$ cat src/hdl/h2t_pkg.sv
// Shared types, constants and helpers of the HTML to plain text filter.
package h2t_pkg;

  localparam int ENTITY_SPAN  = 10;
  localparam int TAG_KEEP     = 4;
  localparam int NAME_CNT_MAX = 7;
  localparam int REPLAY_DEPTH = ENTITY_SPAN + 2;
  localparam int FIFO_DEPTH   = 4;
  localparam int WORD_W       = 10;
  localparam int SPAN_W       = $clog2(ENTITY_SPAN + 1);
  localparam int WIN_AW       = $clog2(ENTITY_SPAN);
  localparam int REP_W        = $clog2(REPLAY_DEPTH + 1);
  localparam int TAG_AW       = $clog2(TAG_KEEP);
  localparam int HR_STEPS     = 20;
  localparam int HR_W         = $clog2(HR_STEPS);

  localparam logic [7:0] CH_LT    = 8'h3C;
  localparam logic [7:0] CH_GT    = 8'h3E;
  localparam logic [7:0] CH_AMP   = 8'h26;
  localparam logic [7:0] CH_SEMI  = 8'h3B;
  localparam logic [7:0] CH_SPACE = 8'h20;
  localparam logic [7:0] CH_TAB   = 8'h09;
  localparam logic [7:0] CH_SLASH = 8'h2F;
  localparam logic [7:0] CH_NL    = 8'h0A;
  localparam logic [7:0] CH_QMARK = 8'h3F;

  // Token between front and back: one text byte, or the document end mark.
  typedef struct packed {
    logic [7:0] data;
    logic       fin;
    logic       mark;
  } tok_t;

  typedef struct packed {
    logic [7:0] data;
    logic       none;
    logic       last;
  } res_t;

  typedef enum logic [1:0] {F_IDLE, F_HR, F_MARK} front_state_t;
  typedef enum logic [1:0] {B_RUN, B_PUSH, B_FLUSH, B_FIN} back_state_t;
  typedef enum logic [2:0] {
    P_NM0, P_OFF, P_HASH, P_WS, P_SIGN, P_ZERO, P_DIG, P_STOP
  } parse_t;

  typedef struct packed {
    parse_t     st;
    logic       hexb;
    logic       neg;
    logic [7:0] val;
  } parse_reg_t;

  function automatic logic is_ws(input logic [7:0] c);
    return (c == CH_SPACE) || (c >= 8'd9 && c <= 8'd13);
  endfunction

endpackage

$ cat src/hdl/html_to_plain_text_filter.sv
// Top level of the HTML to plain text filter.
//
// Input channel: push/full queue interface carrying in_byte and in_final. An
// item is taken on a clock edge with push high and full low. Output channel:
// empty/pop queue interface; the oldest result item (out_byte, out_none,
// out_final) is shown while empty is low and leaves on an edge with pop high.
//
// The front strips markup, collapses whitespace and adds the newlines and
// the hr rule; it takes one item per cycle while the middle queue has room,
// except while it sends the rule after an hr tag and the end mark after the
// last byte of a document. A four-entry queue decouples it from the back,
// which decodes entities at one byte per cycle while the output queue has
// room, and replays unmatched entity text, pausing in B_PUSH to put the
// window back byte by byte. A result passes the middle queue and the output
// queue before it shows on the output; the last result of a document shows
// only after the end mark, once the back has flushed any open entity bytes
// in B_FLUSH and sent that result from B_FIN.
//
// At the end of a document the last result carries out_final; if the last
// item gave no text one result with out_none is sent instead. Reset (rst,
// synchronous) empties both queues and returns all parsing state to idle.
// When the receiver stalls the output queue fills, the back holds, the middle
// queue fills and full rises; no item is dropped.
module html_to_plain_text_filter
  import h2t_pkg::*;
(
  input  logic       clk,
  input  logic       rst,
  input  logic       push,
  output logic       full,
  input  logic [7:0] in_byte,
  input  logic       in_final,
  output logic       empty,
  input  logic       pop,
  output logic [7:0] out_byte,
  output logic       out_none,
  output logic       out_final
);

  tok_t              tok_in, tok_out;
  logic              tok_wr;
  logic              mid_full, mid_empty, mid_rd;
  logic [WORD_W-1:0] mid_rdata;
  res_t              res_in, res_out;
  logic              res_wr, res_full;
  logic [WORD_W-1:0] res_rdata;

  // Strip markup and classify bytes.
  h2t_front u_front (
    .clk      (clk),
    .rst      (rst),
    .push     (push),
    .in_byte  (in_byte),
    .in_final (in_final),
    .full     (full),
    .tok_wr   (tok_wr),
    .tok      (tok_in),
    .mid_full (mid_full)
  );

  // Decouple the stripper from the entity decoder.
  h2t_fifo u_mid (
    .clk   (clk),
    .rst   (rst),
    .wr    (tok_wr),
    .wdata (tok_in),
    .full  (mid_full),
    .rd    (mid_rd),
    .rdata (mid_rdata),
    .empty (mid_empty)
  );

  assign tok_out = tok_t'(mid_rdata);

  // Decode entities and mark document end.
  h2t_back u_back (
    .clk       (clk),
    .rst       (rst),
    .tok       (tok_out),
    .mid_empty (mid_empty),
    .mid_rd    (mid_rd),
    .out_wr    (res_wr),
    .res       (res_in),
    .out_full  (res_full)
  );

  // Hold results until the receiver pops them.
  h2t_fifo u_out (
    .clk   (clk),
    .rst   (rst),
    .wr    (res_wr),
    .wdata (res_in),
    .full  (res_full),
    .rd    (pop && !empty),
    .rdata (res_rdata),
    .empty (empty)
  );

  assign res_out   = res_t'(res_rdata);
  assign out_byte  = res_out.data;
  assign out_none  = res_out.none;
  assign out_final = res_out.last;

endmodule

$ cat src/hdl/h2t_fifo.sv
// Small register queue carrying one packed word per item.
module h2t_fifo
  import h2t_pkg::*;
(
  input  logic              clk,
  input  logic              rst,
  input  logic              wr,
  input  logic [WORD_W-1:0] wdata,
  output logic              full,
  input  logic              rd,
  output logic [WORD_W-1:0] rdata,
  output logic              empty
);

  localparam int AW = $clog2(FIFO_DEPTH);
  localparam int CW = $clog2(FIFO_DEPTH + 1);

  logic [WORD_W-1:0] mem [FIFO_DEPTH];
  logic [AW-1:0]     wptr;
  logic [AW-1:0]     rptr;
  logic [CW-1:0]     count;

  assign full  = (count == CW'(FIFO_DEPTH));
  assign empty = (count == '0);
  assign rdata = mem[rptr];

  always_ff @(posedge clk) begin
    if (rst) begin
      wptr  <= '0;
      rptr  <= '0;
      count <= '0;
    end else begin
      if (wr) begin
        wptr <= (wptr == AW'(FIFO_DEPTH - 1)) ? '0 : wptr + 1'b1;
      end
      if (rd) begin
        rptr <= (rptr == AW'(FIFO_DEPTH - 1)) ? '0 : rptr + 1'b1;
      end
      if (wr && !rd) begin
        count <= count + 1'b1;
      end else if (rd && !wr) begin
        count <= count - 1'b1;
      end
    end
  end

  always_ff @(posedge clk) begin
    if (wr) begin
      mem[wptr] <= wdata;
    end
  end

  a_no_overflow: assert property (@(posedge clk) disable iff (rst) wr |-> !full)
    else $error("write into full queue");
  a_no_underflow: assert property (@(posedge clk) disable iff (rst) rd |-> !empty)
    else $error("read from empty queue");

endmodule

$ cat src/hdl/h2t_front.sv
// Markup stripper: drops tags, collapses whitespace, emits newlines and the hr rule.
module h2t_front
  import h2t_pkg::*;
(
  input  logic       clk,
  input  logic       rst,
  input  logic       push,
  input  logic [7:0] in_byte,
  input  logic       in_final,
  output logic       full,
  output logic       tok_wr,
  output tok_t       tok,
  input  logic       mid_full
);

  front_state_t st, st_next;
  logic         inmk, inmk_next;
  logic         spc, spc_next;
  logic         tstart, tstart_next;
  logic         endnl, endnl_next;
  logic [7:0]   tagb [TAG_KEEP];
  logic [2:0]   tcnt, tcnt_next;
  logic         tclosed, tclosed_next;
  logic [HR_W-1:0] hk, hk_next;
  logic [1:0]   ph, ph_next;
  logic         fin_s, fin_s_next;
  logic         tag_wr;
  logic [7:0]   lc;
  logic         is_head, is_hr, nl_ok;

  always_comb begin
    lc = (in_byte >= "A" && in_byte <= "Z") ? in_byte + 8'd32 : in_byte;
    is_head = ((tcnt == 3'd2) && tagb[0] == "b" && tagb[1] == "r") ||
              ((tcnt == 3'd1) && tagb[0] == "p") ||
              ((tcnt == 3'd3) && tagb[0] == "d" && tagb[1] == "i" && tagb[2] == "v") ||
              ((tcnt == 3'd2) && tagb[0] == "l" && tagb[1] == "i") ||
              ((tcnt == 3'd2) && tagb[0] == "u" && tagb[1] == "l") ||
              ((tcnt == 3'd2) && tagb[0] == "o" && tagb[1] == "l") ||
              ((tcnt == 3'd2) && tagb[0] == "h" && tagb[1] >= "1" && tagb[1] <= "6");
    is_hr = (tcnt == 3'd2) && tagb[0] == "h" && tagb[1] == "r";
    nl_ok = tstart && !endnl;
  end

  always_comb begin
    st_next      = st;
    inmk_next    = inmk;
    spc_next     = spc;
    tstart_next  = tstart;
    endnl_next   = endnl;
    tcnt_next    = tcnt;
    tclosed_next = tclosed;
    hk_next      = hk;
    ph_next      = ph;
    fin_s_next   = fin_s;
    tag_wr       = 1'b0;
    tok_wr       = 1'b0;
    tok          = '{data: 8'h00, fin: 1'b0, mark: 1'b0};
    full         = (st != F_IDLE) || mid_full;
    case (st)
      F_IDLE: begin
        if (push && !mid_full) begin
          tok.fin    = in_final;
          fin_s_next = in_final;
          if (in_final) begin
            st_next = F_MARK;
          end
          if (inmk) begin
            if (in_byte == CH_GT) begin
              inmk_next    = 1'b0;
              tcnt_next    = '0;
              tclosed_next = 1'b0;
              if (is_head) begin
                spc_next = 1'b0;
                if (nl_ok) begin
                  tok_wr      = 1'b1;
                  tok.data    = CH_NL;
                  endnl_next  = 1'b1;
                end
              end else if (is_hr) begin
                st_next = F_HR;
                hk_next = '0;
                ph_next = '0;
              end
            end else if (!tclosed) begin
              if (in_byte == CH_SPACE || in_byte == CH_TAB || in_byte == CH_SLASH) begin
                tclosed_next = 1'b1;
              end else begin
                tag_wr = (tcnt < 3'(TAG_KEEP));
                if (tcnt < 3'(NAME_CNT_MAX)) begin
                  tcnt_next = tcnt + 1'b1;
                end
              end
            end
          end else if (in_byte == CH_LT) begin
            inmk_next    = 1'b1;
            tcnt_next    = '0;
            tclosed_next = 1'b0;
          end else if (is_ws(in_byte)) begin
            if (!spc) begin
              tok_wr      = 1'b1;
              tok.data    = CH_SPACE;
              spc_next    = 1'b1;
              tstart_next = 1'b1;
              endnl_next  = 1'b0;
            end
          end else begin
            tok_wr      = 1'b1;
            tok.data    = in_byte;
            spc_next    = 1'b0;
            tstart_next = 1'b1;
            endnl_next  = 1'b0;
          end
        end
      end
      F_HR: begin
        tok.fin = fin_s;
        if (!mid_full) begin
          hk_next = hk + 1'b1;
          if (hk == '0 || hk == HR_W'(HR_STEPS - 1)) begin
            spc_next = 1'b0;
            if (nl_ok) begin
              tok_wr     = 1'b1;
              tok.data   = CH_NL;
              endnl_next = 1'b1;
            end
            if (hk != '0) begin
              st_next = fin_s ? F_MARK : F_IDLE;
            end
          end else begin
            tok_wr      = 1'b1;
            tstart_next = 1'b1;
            endnl_next  = 1'b0;
            ph_next     = (ph == 2'd2) ? 2'd0 : ph + 1'b1;
            case (ph)
              2'd0:    tok.data = 8'hE2;
              2'd1:    tok.data = 8'h80;
              default: tok.data = 8'h95;
            endcase
          end
        end
      end
      F_MARK: begin
        if (!mid_full) begin
          tok_wr       = 1'b1;
          tok.fin      = 1'b1;
          tok.mark     = 1'b1;
          inmk_next    = 1'b0;
          spc_next     = 1'b0;
          tstart_next  = 1'b0;
          endnl_next   = 1'b0;
          tcnt_next    = '0;
          tclosed_next = 1'b0;
          st_next      = F_IDLE;
        end
      end
      default: st_next = F_IDLE;
    endcase
  end

  always_ff @(posedge clk) begin
    if (rst) begin
      st      <= F_IDLE;
      inmk    <= 1'b0;
      spc     <= 1'b0;
      tstart  <= 1'b0;
      endnl   <= 1'b0;
      tcnt    <= '0;
      tclosed <= 1'b0;
      fin_s   <= 1'b0;
    end else begin
      st      <= st_next;
      inmk    <= inmk_next;
      spc     <= spc_next;
      tstart  <= tstart_next;
      endnl   <= endnl_next;
      tcnt    <= tcnt_next;
      tclosed <= tclosed_next;
      fin_s   <= fin_s_next;
    end
  end

  always_ff @(posedge clk) begin
    hk <= hk_next;
    ph <= ph_next;
    if (tag_wr) begin
      tagb[tcnt[TAG_AW-1:0]] <= lc;
    end
  end

endmodule

$ cat src/hdl/h2t_back.sv
// Entity decoder with replay of unmatched entity text and document-end handling.
module h2t_back
  import h2t_pkg::*;
(
  input  logic              clk,
  input  logic              rst,
  input  tok_t              tok,
  input  logic              mid_empty,
  output logic              mid_rd,
  output logic              out_wr,
  output res_t              res,
  input  logic              out_full
);

  back_state_t     st, st_next;
  logic [7:0]      win [ENTITY_SPAN];
  logic [SPAN_W-1:0] fill, fill_next;
  logic            eopen, eopen_next;
  logic [7:0]      rep [REPLAY_DEPTH];
  logic [REP_W-1:0] rcnt, rcnt_next;
  logic [SPAN_W-1:0] pidx, pidx_next;
  logic            fin_step, fin_step_next;
  logic [7:0]      hold, hold_next;
  logic            holdv, holdv_next;
  parse_reg_t      ps, ps_next, ps_step;
  logic            win_wr;
  logic [SPAN_W-1:0] win_wi;
  logic [7:0]      win_wd;
  logic            rep_pop, rep_push;
  logic [7:0]      rep_pb;
  logic            have, from_rep, emit, fin_eff;
  logic [7:0]      c, ebyte;
  logic [SPAN_W-1:0] n;
  logic            dec_ok;
  logic [7:0]      dec_byte;
  logic            numeric;

  function automatic parse_reg_t dig_step(input parse_reg_t p, input logic [7:0] ch);
    parse_reg_t  r;
    logic [4:0]  d;
    logic        ok;
    logic [11:0] w;
    r  = p;
    d  = '0;
    ok = 1'b0;
    w  = '0;
    if (ch >= "0" && ch <= "9") begin
      d  = 5'(ch - "0");
      ok = 1'b1;
    end else if (p.hexb && ch >= "a" && ch <= "f") begin
      d  = 5'(ch - "a" + 8'd10);
      ok = 1'b1;
    end else if (p.hexb && ch >= "A" && ch <= "F") begin
      d  = 5'(ch - "A" + 8'd10);
      ok = 1'b1;
    end
    if (ok) begin
      if (p.hexb) begin
        w = {p.val, 4'b0000} + 12'(d);
      end else begin
        w = {1'b0, p.val, 3'b000} + {3'b000, p.val, 1'b0} + 12'(d);
      end
      r.val = (w > 12'd128) ? 8'd128 : w[7:0];
      r.st  = P_DIG;
    end else begin
      r.st = P_STOP;
    end
    return r;
  endfunction

  function automatic parse_reg_t first_step(input parse_reg_t p, input logic [7:0] ch);
    parse_reg_t r;
    r = p;
    if (p.hexb && ch == "0") begin
      r.st  = P_ZERO;
      r.val = '0;
    end else begin
      r = dig_step(p, ch);
    end
    return r;
  endfunction

  function automatic parse_reg_t ws_step(input parse_reg_t p, input logic [7:0] ch);
    parse_reg_t r;
    r = p;
    if (is_ws(ch)) begin
      r.st = P_WS;
    end else if (ch == "+" || ch == "-") begin
      r.neg = (ch == "-");
      r.st  = P_SIGN;
    end else begin
      r = first_step(p, ch);
    end
    return r;
  endfunction

  function automatic parse_reg_t parse_step(input parse_reg_t p, input logic [7:0] ch);
    parse_reg_t r;
    r = p;
    case (p.st)
      P_NM0:  r.st = (ch == "#") ? P_HASH : P_OFF;
      P_HASH: begin
        if (ch == "x" || ch == "X") begin
          r.hexb = 1'b1;
          r.st   = P_WS;
        end else begin
          r.hexb = 1'b0;
          r      = ws_step(r, ch);
        end
      end
      P_WS:   r = ws_step(p, ch);
      P_SIGN: r = first_step(p, ch);
      P_ZERO: begin
        if (ch == "x" || ch == "X") begin
          r.st = P_DIG;
        end else begin
          r = dig_step(p, ch);
        end
      end
      P_DIG:  r = dig_step(p, ch);
      default: r = p;
    endcase
    return r;
  endfunction

  // Decode the name held in the window: numeric or one of six known names.
  always_comb begin
    n        = fill - 1'b1;
    numeric  = (ps.st != P_NM0) && (ps.st != P_OFF);
    dec_ok   = 1'b1;
    dec_byte = CH_QMARK;
    if (numeric) begin
      dec_byte = (!ps.neg && ps.val >= 8'd1 && ps.val <= 8'd127) ? ps.val : CH_QMARK;
    end else if (n == SPAN_W'(3) && win[1] == "a" && win[2] == "m" && win[3] == "p") begin
      dec_byte = "&";
    end else if (n == SPAN_W'(2) && win[1] == "l" && win[2] == "t") begin
      dec_byte = "<";
    end else if (n == SPAN_W'(2) && win[1] == "g" && win[2] == "t") begin
      dec_byte = ">";
    end else if (n == SPAN_W'(4) && win[1] == "q" && win[2] == "u" && win[3] == "o" &&
                 win[4] == "t") begin
      dec_byte = 8'h22;
    end else if (n == SPAN_W'(4) && win[1] == "a" && win[2] == "p" && win[3] == "o" &&
                 win[4] == "s") begin
      dec_byte = 8'h27;
    end else if (n == SPAN_W'(4) && win[1] == "n" && win[2] == "b" && win[3] == "s" &&
                 win[4] == "p") begin
      dec_byte = CH_SPACE;
    end else begin
      dec_ok = 1'b0;
    end
  end

  always_comb begin
    c             = rep[0];
    if (rcnt == '0) begin
      c = tok.data;
    end
    ps_step       = parse_step(ps, c);
    st_next       = st;
    fill_next     = fill;
    eopen_next    = eopen;
    pidx_next     = pidx;
    fin_step_next = fin_step;
    hold_next     = hold;
    holdv_next    = holdv;
    ps_next       = ps;
    win_wr        = 1'b0;
    win_wi        = fill;
    win_wd        = c;
    rep_pop       = 1'b0;
    rep_push      = 1'b0;
    rep_pb        = c;
    mid_rd        = 1'b0;
    emit          = 1'b0;
    ebyte         = c;
    fin_eff       = fin_step;
    out_wr        = 1'b0;
    res           = '{data: 8'h00, none: 1'b0, last: 1'b0};
    have          = 1'b0;
    from_rep      = 1'b0;
    case (st)
      B_RUN: begin
        if (!out_full) begin
          if (rcnt != '0) begin
            have     = 1'b1;
            from_rep = 1'b1;
          end else if (!mid_empty) begin
            mid_rd = 1'b1;
            if (tok.mark) begin
              fin_step_next = 1'b1;
              pidx_next     = '0;
              st_next       = B_FLUSH;
            end else begin
              have          = 1'b1;
              fin_eff       = fin_step | tok.fin;
              fin_step_next = fin_eff;
            end
          end
          if (have) begin
            rep_pop = from_rep;
            if (!eopen) begin
              if (c == CH_AMP) begin
                eopen_next = 1'b1;
                win_wr     = 1'b1;
                win_wi     = '0;
                fill_next  = SPAN_W'(1);
                ps_next    = '{st: P_NM0, hexb: 1'b0, neg: 1'b0, val: 8'h00};
              end else begin
                emit = 1'b1;
              end
            end else if (c == CH_SEMI && dec_ok) begin
              emit       = 1'b1;
              ebyte      = dec_byte;
              eopen_next = 1'b0;
              fill_next  = '0;
            end else if (c != CH_SEMI && fill < SPAN_W'(ENTITY_SPAN)) begin
              win_wr    = 1'b1;
              fill_next = fill + 1'b1;
              ps_next   = ps_step;
            end else begin
              // No match: pass '&' and replay the rest of the window, then this byte.
              emit       = 1'b1;
              ebyte      = CH_AMP;
              eopen_next = 1'b0;
              fill_next  = '0;
              rep_pop    = 1'b0;
              rep_push   = !from_rep;
              if (fill > SPAN_W'(1)) begin
                pidx_next = fill - 1'b1;
                st_next   = B_PUSH;
              end
            end
          end
        end
      end
      B_PUSH: begin
        rep_push  = 1'b1;
        rep_pb    = win[pidx[WIN_AW-1:0]];
        pidx_next = pidx - 1'b1;
        if (pidx == SPAN_W'(1)) begin
          st_next = B_RUN;
        end
      end
      B_FLUSH: begin
        if (!out_full) begin
          if (eopen && pidx < fill) begin
            emit      = 1'b1;
            ebyte     = win[pidx[WIN_AW-1:0]];
            pidx_next = pidx + 1'b1;
          end else begin
            st_next = B_FIN;
          end
        end
      end
      B_FIN: begin
        if (!out_full) begin
          out_wr        = 1'b1;
          if (holdv) begin
            res = '{data: hold, none: 1'b0, last: 1'b1};
          end else begin
            res = '{data: 8'h00, none: 1'b1, last: 1'b1};
          end
          holdv_next    = 1'b0;
          fin_step_next = 1'b0;
          eopen_next    = 1'b0;
          fill_next     = '0;
          st_next       = B_RUN;
        end
      end
      default: st_next = B_RUN;
    endcase
    // Within the last document step hold back one byte so it can carry the end flag.
    if (emit) begin
      if (fin_eff) begin
        hold_next  = ebyte;
        holdv_next = 1'b1;
        if (holdv) begin
          out_wr = 1'b1;
          res    = '{data: hold, none: 1'b0, last: 1'b0};
        end
      end else begin
        out_wr = 1'b1;
        res    = '{data: ebyte, none: 1'b0, last: 1'b0};
      end
    end
  end

  always_ff @(posedge clk) begin
    if (rst) begin
      st       <= B_RUN;
      fill     <= '0;
      eopen    <= 1'b0;
      rcnt     <= '0;
      pidx     <= '0;
      fin_step <= 1'b0;
      holdv    <= 1'b0;
    end else begin
      st       <= st_next;
      fill     <= fill_next;
      eopen    <= eopen_next;
      pidx     <= pidx_next;
      fin_step <= fin_step_next;
      holdv    <= holdv_next;
      if (rep_push) begin
        rcnt <= (rcnt == REP_W'(REPLAY_DEPTH)) ? rcnt : rcnt + 1'b1;
      end else if (rep_pop) begin
        rcnt <= rcnt - 1'b1;
      end
    end
  end

  always_ff @(posedge clk) begin
    hold <= hold_next;
    ps   <= ps_next;
    if (win_wr) begin
      win[win_wi[WIN_AW-1:0]] <= win_wd;
    end
    if (rep_push) begin
      rep[0] <= rep_pb;
      for (int i = 1; i < REPLAY_DEPTH; i++) begin
        rep[i] <= rep[i-1];
      end
    end else if (rep_pop) begin
      for (int i = 0; i < REPLAY_DEPTH - 1; i++) begin
        rep[i] <= rep[i+1];
      end
    end
  end

  a_fill_range: assert property (@(posedge clk) disable iff (rst)
    fill <= SPAN_W'(ENTITY_SPAN))
    else $error("entity window overfilled");
  a_replay_range: assert property (@(posedge clk) disable iff (rst)
    rcnt <= REP_W'(REPLAY_DEPTH))
    else $error("replay count out of range");
  a_push_index: assert property (@(posedge clk) disable iff (rst)
    st == B_PUSH |-> (pidx >= SPAN_W'(1) && pidx < SPAN_W'(ENTITY_SPAN)))
    else $error("replay index out of window");
  a_fin_clears: assert property (@(posedge clk) disable iff (rst)
    (st == B_FIN && !out_full) |=> (!holdv && !eopen && !fin_step))
    else $error("document end left state behind");

endmodule
$ cat config.mk
export PLATFORM = sky130hd
export DESIGN_NAME = html_to_plain_text_filter
export DESIGN_NICKNAME = d
export VERILOG_FILES = /design/src/hdl/h2t_pkg.sv /design/src/hdl/html_to_plain_text_filter.sv /design/src/hdl/h2t_fifo.sv /design/src/hdl/h2t_front.sv /design/src/hdl/h2t_back.sv
export SDC_FILE = /design/constraint.sdc
export NUM_CORES = 1
export LEC_CHECK = 0
export BUFFER_PORTS_ARGS = -buffer_cell sky130_fd_sc_hd__buf_2
export CORE_MARGIN = 4
export CORE_UTILIZATION = 50
export CTS_CLUSTER_DIAMETER = 200
export DETAILED_ROUTE_END_ITERATION = 8
export HOLD_SLACK_MARGIN = 0.05
export PLACE_DENSITY = 0.68
export SYNTH_ARGS = -nofsm -noshare
export SYNTH_HDL_FRONTEND = slang
export SYNTH_SLANG_ARGS = --single-unit
export TNS_END_PERCENT = 100
$ cat constraint.sdc
create_clock -name clk -period 5.7 [get_ports clk]
set_input_delay 1.71 -clock clk [delete_from_list [all_inputs] [get_ports clk]]
set_output_delay 1.71 -clock clk [all_outputs]
set_load 0.1 [all_outputs]
==> impl_results.html, run 1 <==
<table>
<tr><th>Metric</th><th>Value</th></tr>
<tr><th colspan="2">Detailed routing</th></tr>
<tr><td>Number of vias per cell</td><td>~6</td></tr>
<tr><td>DR vias</td><td>13200</td></tr>
<tr><td>TritonRoute pass-1 iters</td><td>6</td></tr>
<tr><td>DRC violation count after routing</td><td>0</td></tr>
<tr><td>DRC violation total after the first TritonRoute iteration</td><td>about 1100</td></tr>
<tr><td>Wirelength, routed</td><td>between 40000 and 50000 um</td></tr>
<tr><td>Routed WL per cell</td><td>roughly 20 um</td></tr>
<tr><td>Antenna violation net count after detailed routing</td><td>0</td></tr>
<tr><th colspan="2">Clocking</th></tr>
<tr><td>Clock latency on the worst-skew pair</td><td>around 0.57 ns</td></tr>
<tr><td>Clock tree from TritonCTS</td><td>done</td></tr>
<tr><td>Clock-pin slew of the registers on the worst-case setup and hold paths</td><td>roughly 0.060 ns</td></tr>
<tr><td>Clock tree root buffer cell</td><td>sky130_fd_sc_hd__clkbuf_16</td></tr>
<tr><td>Total CTS buffers</td><td>43</td></tr>
<tr><td>Number of H-tree levels</td><td>2</td></tr>
<tr><td>Max Buffers Root-to-Sink</td><td>3</td></tr>
<tr><td>Sinks on Clock Net</td><td>around 410</td></tr>
<tr><td>Setup Buffers After CTS</td><td>0</td></tr>
<tr><th colspan="2">Layout</th></tr>
<tr><td>Number of fillers in the final layout</td><td>3235</td></tr>
<tr><td>Most common cell after layout, fill and taps aside</td><td>sky130_fd_sc_hd__edfxtp_1</td></tr>
<tr><td>Net count reported at finish</td><td>1713</td></tr>
<tr><td>Antenna diode instance count</td><td>0</td></tr>
<tr><td>Growth of design area from synthesis to finish</td><td>11.65%</td></tr>
<tr><td>Final cell utilization of the core</td><td>0.5694</td></tr>
<tr><td>Most frequent cells in the layout</td><td>sky130_fd_sc_hd__edfxtp_1 (356), sky130_fd_sc_hd__nor2_1 (118), sky130_fd_sc_hd__nand2_1 (95)</td></tr>
<tr><td>Fraction of final layout cells sized beyond drive strength 1</td><td>0.1789</td></tr>
<tr><th colspan="2">Timing</th></tr>
<tr><td>Slew Limit Headroom</td><td>0.2374</td></tr>
<tr><td>Setup repair after global routing missed its margin</td><td>no</td></tr>
<tr><td>Fmax</td><td>186.0 MHz</td></tr>
<tr><td>Final min period</td><td>5.376 ns</td></tr>
<tr><td>Fin crit share</td><td>0.9431</td></tr>
<tr><td>Aggregate negative setup slack</td><td>0 ns</td></tr>
<tr><td>Clock skew after layout</td><td>0.01524 ns</td></tr>
<tr><td>Transition at the pin with the smallest max-transition slack</td><td>approximately 1.1 ns</td></tr>
<tr><td>Final setup vio count</td><td>0</td></tr>
<tr><td>Final number of hold-violating endpoints</td><td>0</td></tr>
<tr><td>Pins Over Slew Limit</td><td>0</td></tr>
<tr><th colspan="2">Synth</th></tr>
<tr><td>Post-synthesis instance total</td><td>between 1500 and 2000</td></tr>
<tr><td>Synth warn</td><td>0</td></tr>
<tr><td>Post-synthesis async set-or-reset flop share</td><td>0</td></tr>
<tr><td>Synth Cell Area</td><td>between 20000 and 25000 um2</td></tr>
<tr><td>Post-synthesis sequential area ratio</td><td>0.5730</td></tr>
<tr><td>Count of unique library cells instantiated by Yosys</td><td>94</td></tr>
<tr><td>Flop and latch count out of synthesis</td><td>approximately 410</td></tr>
<tr><td>Per-instance average area after synthesis</td><td>around 13 um2</td></tr>
<tr><td>Number of synthesized flops with an enable pin</td><td>356</td></tr>
<tr><td>Most used flip-flop cell after synthesis</td><td>sky130_fd_sc_hd__edfxtp_1</td></tr>
<tr><th colspan="2">Floorplan</th></tr>
<tr><td>Width of the die</td><td>210 um</td></tr>
<tr><td>Starting Density</td><td>0.5100</td></tr>
<tr><td>Core ar.</td><td>about 40000 um2</td></tr>
<tr><td>FP Rows</td><td>73</td></tr>
<tr><td>Vertical die dimension</td><td>210 um</td></tr>
<tr><td>Number of top-level pins</td><td>25</td></tr>
<tr><td>Full die area</td><td>44100 um2</td></tr>
<tr><th colspan="2">Pwr</th></tr>
<tr><td>Combinational power share</td><td>0.368</td></tr>
<tr><td>Internal Power</td><td>between 8000 and 9000 uW</td></tr>
<tr><td>Switching pwr</td><td>around 4500 uW</td></tr>
<tr><td>Reg power frac</td><td>0.412</td></tr>
<tr><td>Part of the power in the clock network</td><td>0.219</td></tr>
<tr><td>Share of total power consumed by net switching</td><td>0.3547</td></tr>
<tr><td>Power density over the cells</td><td>552.1 nW/um2</td></tr>
<tr><td>Leakage power</td><td>0.008038 uW</td></tr>
<tr><td>Worst voltage drop across the vdd grid</td><td>about 0.30 mV</td></tr>
<tr><th colspan="2">Critical path</th></tr>
<tr><td>Startpoint class of the critical path</td><td>flop</td></tr>
<tr><td>Worst Setup EP</td><td>u_back.ps[0]</td></tr>
<tr><td>Path type of the worst setup path</td><td>flop to flop</td></tr>
<tr><td>Nature of the critical path endpoint</td><td>flop</td></tr>
<tr><td>Required time of the worst setup path</td><td>6.13 ns</td></tr>
<tr><td>Reg-to-reg critical path endpoint</td><td>u_back.ps[0]</td></tr>
<tr><td>Cells along the critical path</td><td>mux4_2, and2_1, a21oi_2, inv_1, ha_1, or3b_2, a31oi_2, a2111oi_4, a21o_1, ha_1, fa_1, a21o_1, a21oi_1, nor4_1, or4_1, a211o_1, a2bb2oi_1, nor3_2, a32o_1</td></tr>
<tr><td>Logic depth of the worst register-to-register path</td><td>19</td></tr>
<tr><td>Slowest cell delay on critical path</td><td>0.55 ns</td></tr>
<tr><td>Max Fanout on Critical Path</td><td>6</td></tr>
<tr><td>Setup slack of the most critical reg-to-reg path</td><td>0.32 ns</td></tr>
<tr><td>Cell with the largest stage delay on the worst path</td><td>sky130_fd_sc_hd__mux4_2</td></tr>
<tr><td>Critical path arrival</td><td>slightly below 6 ns</td></tr>
<tr><th colspan="2">Hold path</th></tr>
<tr><td>HP Class</td><td>flop to flop</td></tr>
<tr><th colspan="2">Global route</th></tr>
<tr><td>Number of global-route vias before repair</td><td>between 10000 and 15000</td></tr>
<tr><td>Antenna violations before repair</td><td>0</td></tr>
<tr><td>First-pass GRT wire length</td><td>~71000 um</td></tr>
<tr><td>Pin count of the biggest net entering global routing</td><td>74</td></tr>
<tr><td>Grt ovf</td><td>0</td></tr>
<tr><td>Total track usage</td><td>0.2009</td></tr>
<tr><th colspan="2">Place</th></tr>
<tr><td>Estimated wirelength of the detail-placed design</td><td>between 30000 and 40000 um</td></tr>
<tr><td>Final weighted congestion of routability-driven global placement</td><td>0.9202</td></tr>
<tr><td>Port bufs</td><td>24</td></tr>
<tr><th colspan="2">Run</th></tr>
<tr><td>Max Cap Viol</td><td>0</td></tr>
<tr><th colspan="2">Status</th></tr>
<tr><td>Outcome</td><td>finished clean</td></tr>
</table>
stage by stage:
| step | cells | total power [uW] | setup WS, ns | hold slack, ns | cell area [um2] |
|---|---|---|---|---|---|
| after CTS | 2185 | 12620 | 0.1953 | 0.4538 | 22740 |
| final | 2185 | 12580 | 0.3244 | 0.4494 | 22780 |
| after global placement | 2108 | 9677 | 0.3830 | 0.4293 | 21350 |
| after detailed placement | 2108 | 9834 | 0.2463 | 0.4418 | 21350 |
| after floorplan | 1592 | 8534 | 0.05945 | 0.4222 | 20580 |
| after global routing | 2185 | 13260 | 0.04358 | 0.4653 | 22780 |
power by group through the flow:
stage / clock network (uW) / registers (uW) / logic [uW]
6_report: 2760 / 5180 / 4630
3_3_place_gp: 0 / 5200 / 4480
3_5_place_dp: 0 / 5250 / 4580
2_1_floorplan: 0 / 5010 / 3530
4_1_cts: 2820 / 5190 / 4610
5_1_grt: 2950 / 5290 / 5020
worst min path at each step:
| stage | from | end | slack [ns] | depth (start not counted) |
|---|---|---|---|---|
| 6_report | u_back.rep[0][87] | u_back.rep[0][95] | 0.45 | 0 |
| 5_1_grt | u_back.rep[0][87] | u_back.rep[0][95] | 0.47 | 0 |
| 4_1_cts | u_back.rep[0][85] | u_back.rep[0][93] | 0.45 | 0 |
| 3_5_place_dp | u_back.rep[0][85] | u_back.rep[0][93] | 0.44 | 0 |
| 3_3_place_gp | u_back.rep[0][86] | u_back.rep[0][94] | 0.43 | 0 |
| 2_1_floorplan | u_back.rep[0][80] | u_back.rep[0][88] | 0.42 | 0 |
cell type report:
cell class	instances	area, um2	share of cell area
flip-flops and latches	406	11690	0.5133
multi-input cells	1061	8446	0.3708
clock buffers	51	1106	0.04856
well taps	525	656.9	0.02884
repair buffers	54	361.6	0.01587
clock inverters	26	282.8	0.01241
inverters	62	232.7	0.01022
Yosys cell counts (9+ instances only):
library cell | n | area, um2
sky130_fd_sc_hd__nor2_1 | 118 | 442.9
sky130_fd_sc_hd__a21o_1 | 16 | 120.1
sky130_fd_sc_hd__mux2_1 | 10 | 112.6
sky130_fd_sc_hd__or4_1 | 10 | 75.07
sky130_fd_sc_hd__or3_1 | 11 | 68.82
sky130_fd_sc_hd__nand3_1 | 30 | 150.1
sky130_fd_sc_hd__o21ai_0 | 47 | 235.2
sky130_fd_sc_hd__and3_1 | 11 | 68.82
sky130_fd_sc_hd__nor4_1 | 11 | 68.82
sky130_fd_sc_hd__inv_1 | 58 | 217.7
sky130_fd_sc_hd__mux2_2 | 75 | 844.6
sky130_fd_sc_hd__mux2i_1 | 32 | 320.3
sky130_fd_sc_hd__nor2b_1 | 15 | 93.84
sky130_fd_sc_hd__a21oi_1 | 70 | 350.3
sky130_fd_sc_hd__mux4_2 | 62 | 1396
sky130_fd_sc_hd__nor3b_1 | 11 | 82.58
sky130_fd_sc_hd__nand2_1 | 96 | 360.4
sky130_fd_sc_hd__dfxtp_1 | 50 | 1001
sky130_fd_sc_hd__edfxtp_1 | 356 | 10690
sky130_fd_sc_hd__nor4b_1 | 10 | 87.58
sky130_fd_sc_hd__a22o_1 | 11 | 96.34
sky130_fd_sc_hd__nand2b_1 | 16 | 100.1
sky130_fd_sc_hd__and2_1 | 24 | 150.1
sky130_fd_sc_hd__a211oi_1 | 10 | 75.07
sky130_fd_sc_hd__nand4_1 | 19 | 118.9
sky130_fd_sc_hd__clkbuf_1 | 43 | 161.4
sky130_fd_sc_hd__nor3_1 | 41 | 205.2
sky130_fd_sc_hd__ha_1 | 66 | 825.8
sky130_fd_sc_hd__buf_2 | 12 | 60.06
sky130_fd_sc_hd__xnor2_1 | 9 | 78.83
sky130_fd_sc_hd__a31oi_1 | 15 | 93.84
sky130_fd_sc_hd__xor2_1 | 13 | 113.9
cell families after synthesis:
kind of cell    after synthesis  synth area share
mux                         181            0.1328
xor+xnor                     22          0.009445
simple gates                467            0.1209
fa+ha+maj                    72           0.04636
compound gates              270           0.09279
buf+inv                     125           0.02447
flops                       406            0.5730
other cells                   1         0.0001838
per-layer routing:
layer | GRT usage | vias up | part of all wire | wire (um)
li1 | - | 6126 | - | -
met4 | 0.06728 | 0 | 0.028 | 1253
met5 | 0 | - | 0 | 0
met3 | 0.03974 | 84 | 0.064 | 2798
met1 | 0.2817 | 6541 | 0.44 | 19290
met2 | 0.3189 | 449 | 0.47 | 20700
sequential cells by signal (all words and copies together) (netlist names), 5 cells and up, named ones only:
name	count
u_mid.mem	40
u_back.ps	13
u_front.hk	5
u_out.mem	40
u_back.rep	96
u_back.win	128
u_front.tagb	24
u_back.hold	8
repair_timing:
item                                    CTS  global route
endpoints found under the setup margin    0             8
hold buffers                              0             0
resized for setup                         0             6
critical path, delay by kind of cell (launching register included):
family	cells	cell delay, ns
mux	1	0.55
compound gates	9	1.81
buf+inv	1	0.09
fa+ha+maj	3	0.90
simple gates	5	1.49
flops	1	0.38
No activity file was read; power rests on OpenSTA's default activity.
==> inputs of run 2 (changes only) <==
--- a/config.mk
+++ b/config.mk
@@ -6,7 +6,7 @@
 export NUM_CORES = 1
 export LEC_CHECK = 0
 export BUFFER_PORTS_ARGS = -buffer_cell sky130_fd_sc_hd__buf_2
-export CORE_MARGIN = 4
+export CORE_MARGIN = 2
 export CORE_UTILIZATION = 50
 export CTS_CLUSTER_DIAMETER = 200
 export DETAILED_ROUTE_END_ITERATION = 8
==> run 2 against run 1 <==
Effect of this change: count of clock-buffer cells in the layout increased by 10; non-clock buffer count decreased by 1; largest cell class unchanged; combinational power about the same; routed wire length decreased by 0.20%; final cell count increased by 0.23%; fmax decreased by 0.79%; cell area decreased by 0.16%; clock power decreased by 2%; register-to-register slack got worse by 0.04 ns; global-route usage increased by 1.0 points; utilization decreased by 0.86 points; critical path type unchanged.
==> impl_results.html, run 2 (synthesized netlist as in run 1, its figures left out) <==
<table>
<tr><th>Metric</th><th>Value</th></tr>
<tr><th colspan="2">Timing</th></tr>
<tr><td>Clock skew after layout</td><td>0.02231 ns (+0.007065 ns)</td></tr>
<tr><td>Final setup vio count</td><td>0 (unchanged)</td></tr>
<tr><td>Setup repair after global routing missed its margin</td><td>no</td></tr>
<tr><td>Slew Limit Headroom</td><td>0.2230 (-0.01441)</td></tr>
<tr><td>Final number of hold-violating endpoints</td><td>0 (unchanged)</td></tr>
<tr><td>Fin crit share</td><td>0.9506 (+0.007519)</td></tr>
<tr><td>Pins Over Slew Limit</td><td>0 (unchanged)</td></tr>
<tr><td>Transition at the pin with the smallest max-transition slack</td><td>1.161 ns (+0.02154 ns)</td></tr>
<tr><td>Aggregate negative setup slack</td><td>0 ns (unchanged)</td></tr>
<tr><td>Final min period</td><td>5.418 ns (+0.04286 ns)</td></tr>
<tr><td>Worst hold margin</td><td>0.4519 ns (+0.002542 ns)</td></tr>
<tr><td>Fmax</td><td>184.6 MHz (-0.79%)</td></tr>
<tr><th colspan="2">Layout</th></tr>
<tr><td>Most common cell after layout, fill and taps aside</td><td>sky130_fd_sc_hd__edfxtp_1</td></tr>
<tr><td>Antenna diode instance count</td><td>0 (unchanged)</td></tr>
<tr><td>Max FFs per register</td><td>128 (unchanged)</td></tr>
<tr><td>Net count reported at finish</td><td>1711 (-0.12%)</td></tr>
<tr><td>Most frequent cells in the layout</td><td>sky130_fd_sc_hd__edfxtp_1 (356), sky130_fd_sc_hd__nor2_1 (118), sky130_fd_sc_hd__nand2_1 (95)</td></tr>
<tr><td>Growth of design area from synthesis to finish</td><td>11.46%</td></tr>
<tr><td>Fraction of final layout cells sized beyond drive strength 1</td><td>0.1737 (-0.005212)</td></tr>
<tr><td>Non-filler instance count after layout</td><td>2190 (+0.23%)</td></tr>
<tr><th colspan="2">Floorplan</th></tr>
<tr><td>Core ar.</td><td>40550 um2 (+1.4%)</td></tr>
<tr><td>Width of the die</td><td>206 um (-1.9%)</td></tr>
<tr><td>Starting Density</td><td>0.5031 (-0.006892)</td></tr>
<tr><td>Full die area</td><td>42440 um2 (-3.8%)</td></tr>
<tr><td>Vertical die dimension</td><td>206 um (-1.9%)</td></tr>
<tr><td>FP Rows</td><td>74 (+1.4%)</td></tr>
<tr><td>Number of top-level pins</td><td>25 (unchanged)</td></tr>
<tr><th colspan="2">Global route</th></tr>
<tr><td>First-pass GRT wire length</td><td>69920 um (-2.2%)</td></tr>
<tr><td>Number of global-route vias before repair</td><td>12990 (-0.40%)</td></tr>
<tr><td>Antenna violations before repair</td><td>0 (unchanged)</td></tr>
<tr><td>Total track usage</td><td>0.2110 (+0.01010)</td></tr>
<tr><td>Pin count of the biggest net entering global routing</td><td>74 (unchanged)</td></tr>
<tr><td>Grt ovf</td><td>0 (unchanged)</td></tr>
<tr><th colspan="2">Clocking</th></tr>
<tr><td>Clock latency on the worst-skew pair</td><td>0.56 ns (about the same)</td></tr>
<tr><td>Clock-pin slew of the registers on the worst-case setup and hold paths</td><td>0.06 ns (about the same)</td></tr>
<tr><td>Total CTS buffers</td><td>42 (-2.3%)</td></tr>
<tr><td>Number of H-tree levels</td><td>2 (unchanged)</td></tr>
<tr><td>Max Buffers Root-to-Sink</td><td>3 (unchanged)</td></tr>
<tr><td>Clock tree from TritonCTS</td><td>done</td></tr>
<tr><td>CTS resizes</td><td>0 (unchanged)</td></tr>
<tr><td>Clock tree root buffer cell</td><td>sky130_fd_sc_hd__clkbuf_16</td></tr>
<tr><td>Sinks on Clock Net</td><td>406 (unchanged)</td></tr>
<tr><td>Setup Buffers After CTS</td><td>0 (unchanged)</td></tr>
<tr><td>CTS Hold Bufs</td><td>0 (unchanged)</td></tr>
<tr><th colspan="2">Detailed routing</th></tr>
<tr><td>DRC violation count after routing</td><td>0 (unchanged)</td></tr>
<tr><td>TritonRoute pass-1 iters</td><td>6 (unchanged)</td></tr>
<tr><td>Antenna violation net count after detailed routing</td><td>0 (unchanged)</td></tr>
<tr><td>DR vias</td><td>13170 (-0.24%)</td></tr>
<tr><td>DRC violation total after the first TritonRoute iteration</td><td>1124 (+5.5%)</td></tr>
<tr><td>Number of vias per cell</td><td>6.013 (-0.47%)</td></tr>
<tr><td>Wirelength, routed</td><td>43950 um (-0.20%)</td></tr>
<tr><td>Routed WL per cell</td><td>20.07 um (-0.42%)</td></tr>
<tr><th colspan="2">Place</th></tr>
<tr><td>Post-Place Cells</td><td>2114 (+0.28%)</td></tr>
<tr><td>Final weighted congestion of routability-driven global placement</td><td>0.9729 (+5.7%)</td></tr>
<tr><td>Estimated wirelength of the detail-placed design</td><td>30760 um (-0.31%)</td></tr>
<tr><td>Port bufs</td><td>24 (unchanged)</td></tr>
<tr><th colspan="2">Critical path</th></tr>
<tr><td>Nature of the critical path endpoint</td><td>flop</td></tr>
<tr><td>Max Fanout on Critical Path</td><td>7 (+1)</td></tr>
<tr><td>Slowest cell delay on critical path</td><td>0.54 ns (about the same)</td></tr>
<tr><td>Total buffers and inverters traversed by the critical path</td><td>1 (unchanged)</td></tr>
<tr><td>Path type of the worst setup path</td><td>flop to flop</td></tr>
<tr><td>Cell with the largest stage delay on the worst path</td><td>sky130_fd_sc_hd__mux4_2</td></tr>
<tr><td>Critical path arrival</td><td>5.83 ns (+0.03 ns)</td></tr>
<tr><td>Required time of the worst setup path</td><td>6.11 ns (-0.02 ns)</td></tr>
<tr><td>Startpoint class of the critical path</td><td>flop</td></tr>
<tr><td>Kind of cell with the highest combined delay on the critical path</td><td>compound AO/OA/AOI/OAI gates</td></tr>
<tr><td>Cells along the critical path</td><td>mux4_2, and2_1, a21oi_1, buf_4, ha_1, or3b_2, a31oi_2, a2111oi_4, a21o_1, ha_1, fa_1, a21o_1, a21oi_2, nor4_1, or4_1, a211o_1, a2bb2oi_1, nor3_2, a32o_1</td></tr>
<tr><th colspan="2">Pwr</th></tr>
<tr><td>Worst voltage drop across the vdd grid</td><td>0.4127 mV (+36%)</td></tr>
<tr><td>Power density over the cells</td><td>549.6 nW/um2 (-0.45%)</td></tr>
<tr><td>Power consumption</td><td>12500 uW (-0.61%)</td></tr>
<tr><td>Leakage power</td><td>0.008012 uW (-0.32%)</td></tr>
<tr><th colspan="2">Run</th></tr>
<tr><td>Max Cap Viol</td><td>0 (unchanged)</td></tr>
<tr><th colspan="2">Hold path</th></tr>
<tr><td>HP Class</td><td>flop to flop</td></tr>
<tr><td>Worst Hold Launch</td><td>u_back.rep[0][87]</td></tr>
<tr><th colspan="2">Status</th></tr>
<tr><td>Outcome</td><td>finished clean</td></tr>
</table>
## run 2: metal layers
layer  global-route usage  vias to the layer above  routed length (um)
met5                    0                        -                   0
met4              0.07679                        0                1314
met3              0.03280                       97                2631
met2               0.3455                      447               21190
met1               0.2862                     6505               18820
li1                     -                     6119                   -
## run 2: power by group
part	total [uW]	internal [uW]	switching (uW)
clock network	2710	1630	1080
logic	4630	1790	2840
registers	5160	4690	467
total	12500	8110	4390
## run 2: final cells by class
cell class / instances / area, um2
Clock buffer: 61 / 1154
Clock inverter: 15 / 197.7
Fill cell: 3272 / 17810
Inverter: 62 / 232.7
Multi-Input combinational cell: 1061 / 8447
Sequential cell: 406 / 11690
Tap cell: 532 / 665.6
Timing Repair Buffer: 53 / 350.3
## run 2: final timing paths
path                            cells after the start           endpoint  slack, ns
worst min register to register                      0  u_back.rep[0][95]       0.45
worst min-delay path                                0  u_back.rep[0][95]       0.45
worst max-delay path                               19       u_back.ps[0]       0.28
worst max register to register                     19       u_back.ps[0]       0.28
## run 2: through the flow
step                area (um2)  utilization  setup slack [ns]
floorplan                20580            -           0.05945
global placement         21360       0.5266            0.2751
CTS                      22710       0.5599            0.1315
detailed placement       21360       0.5266            0.1844
finish                   22740       0.5607            0.2815
global route             22740       0.5607           0.01862
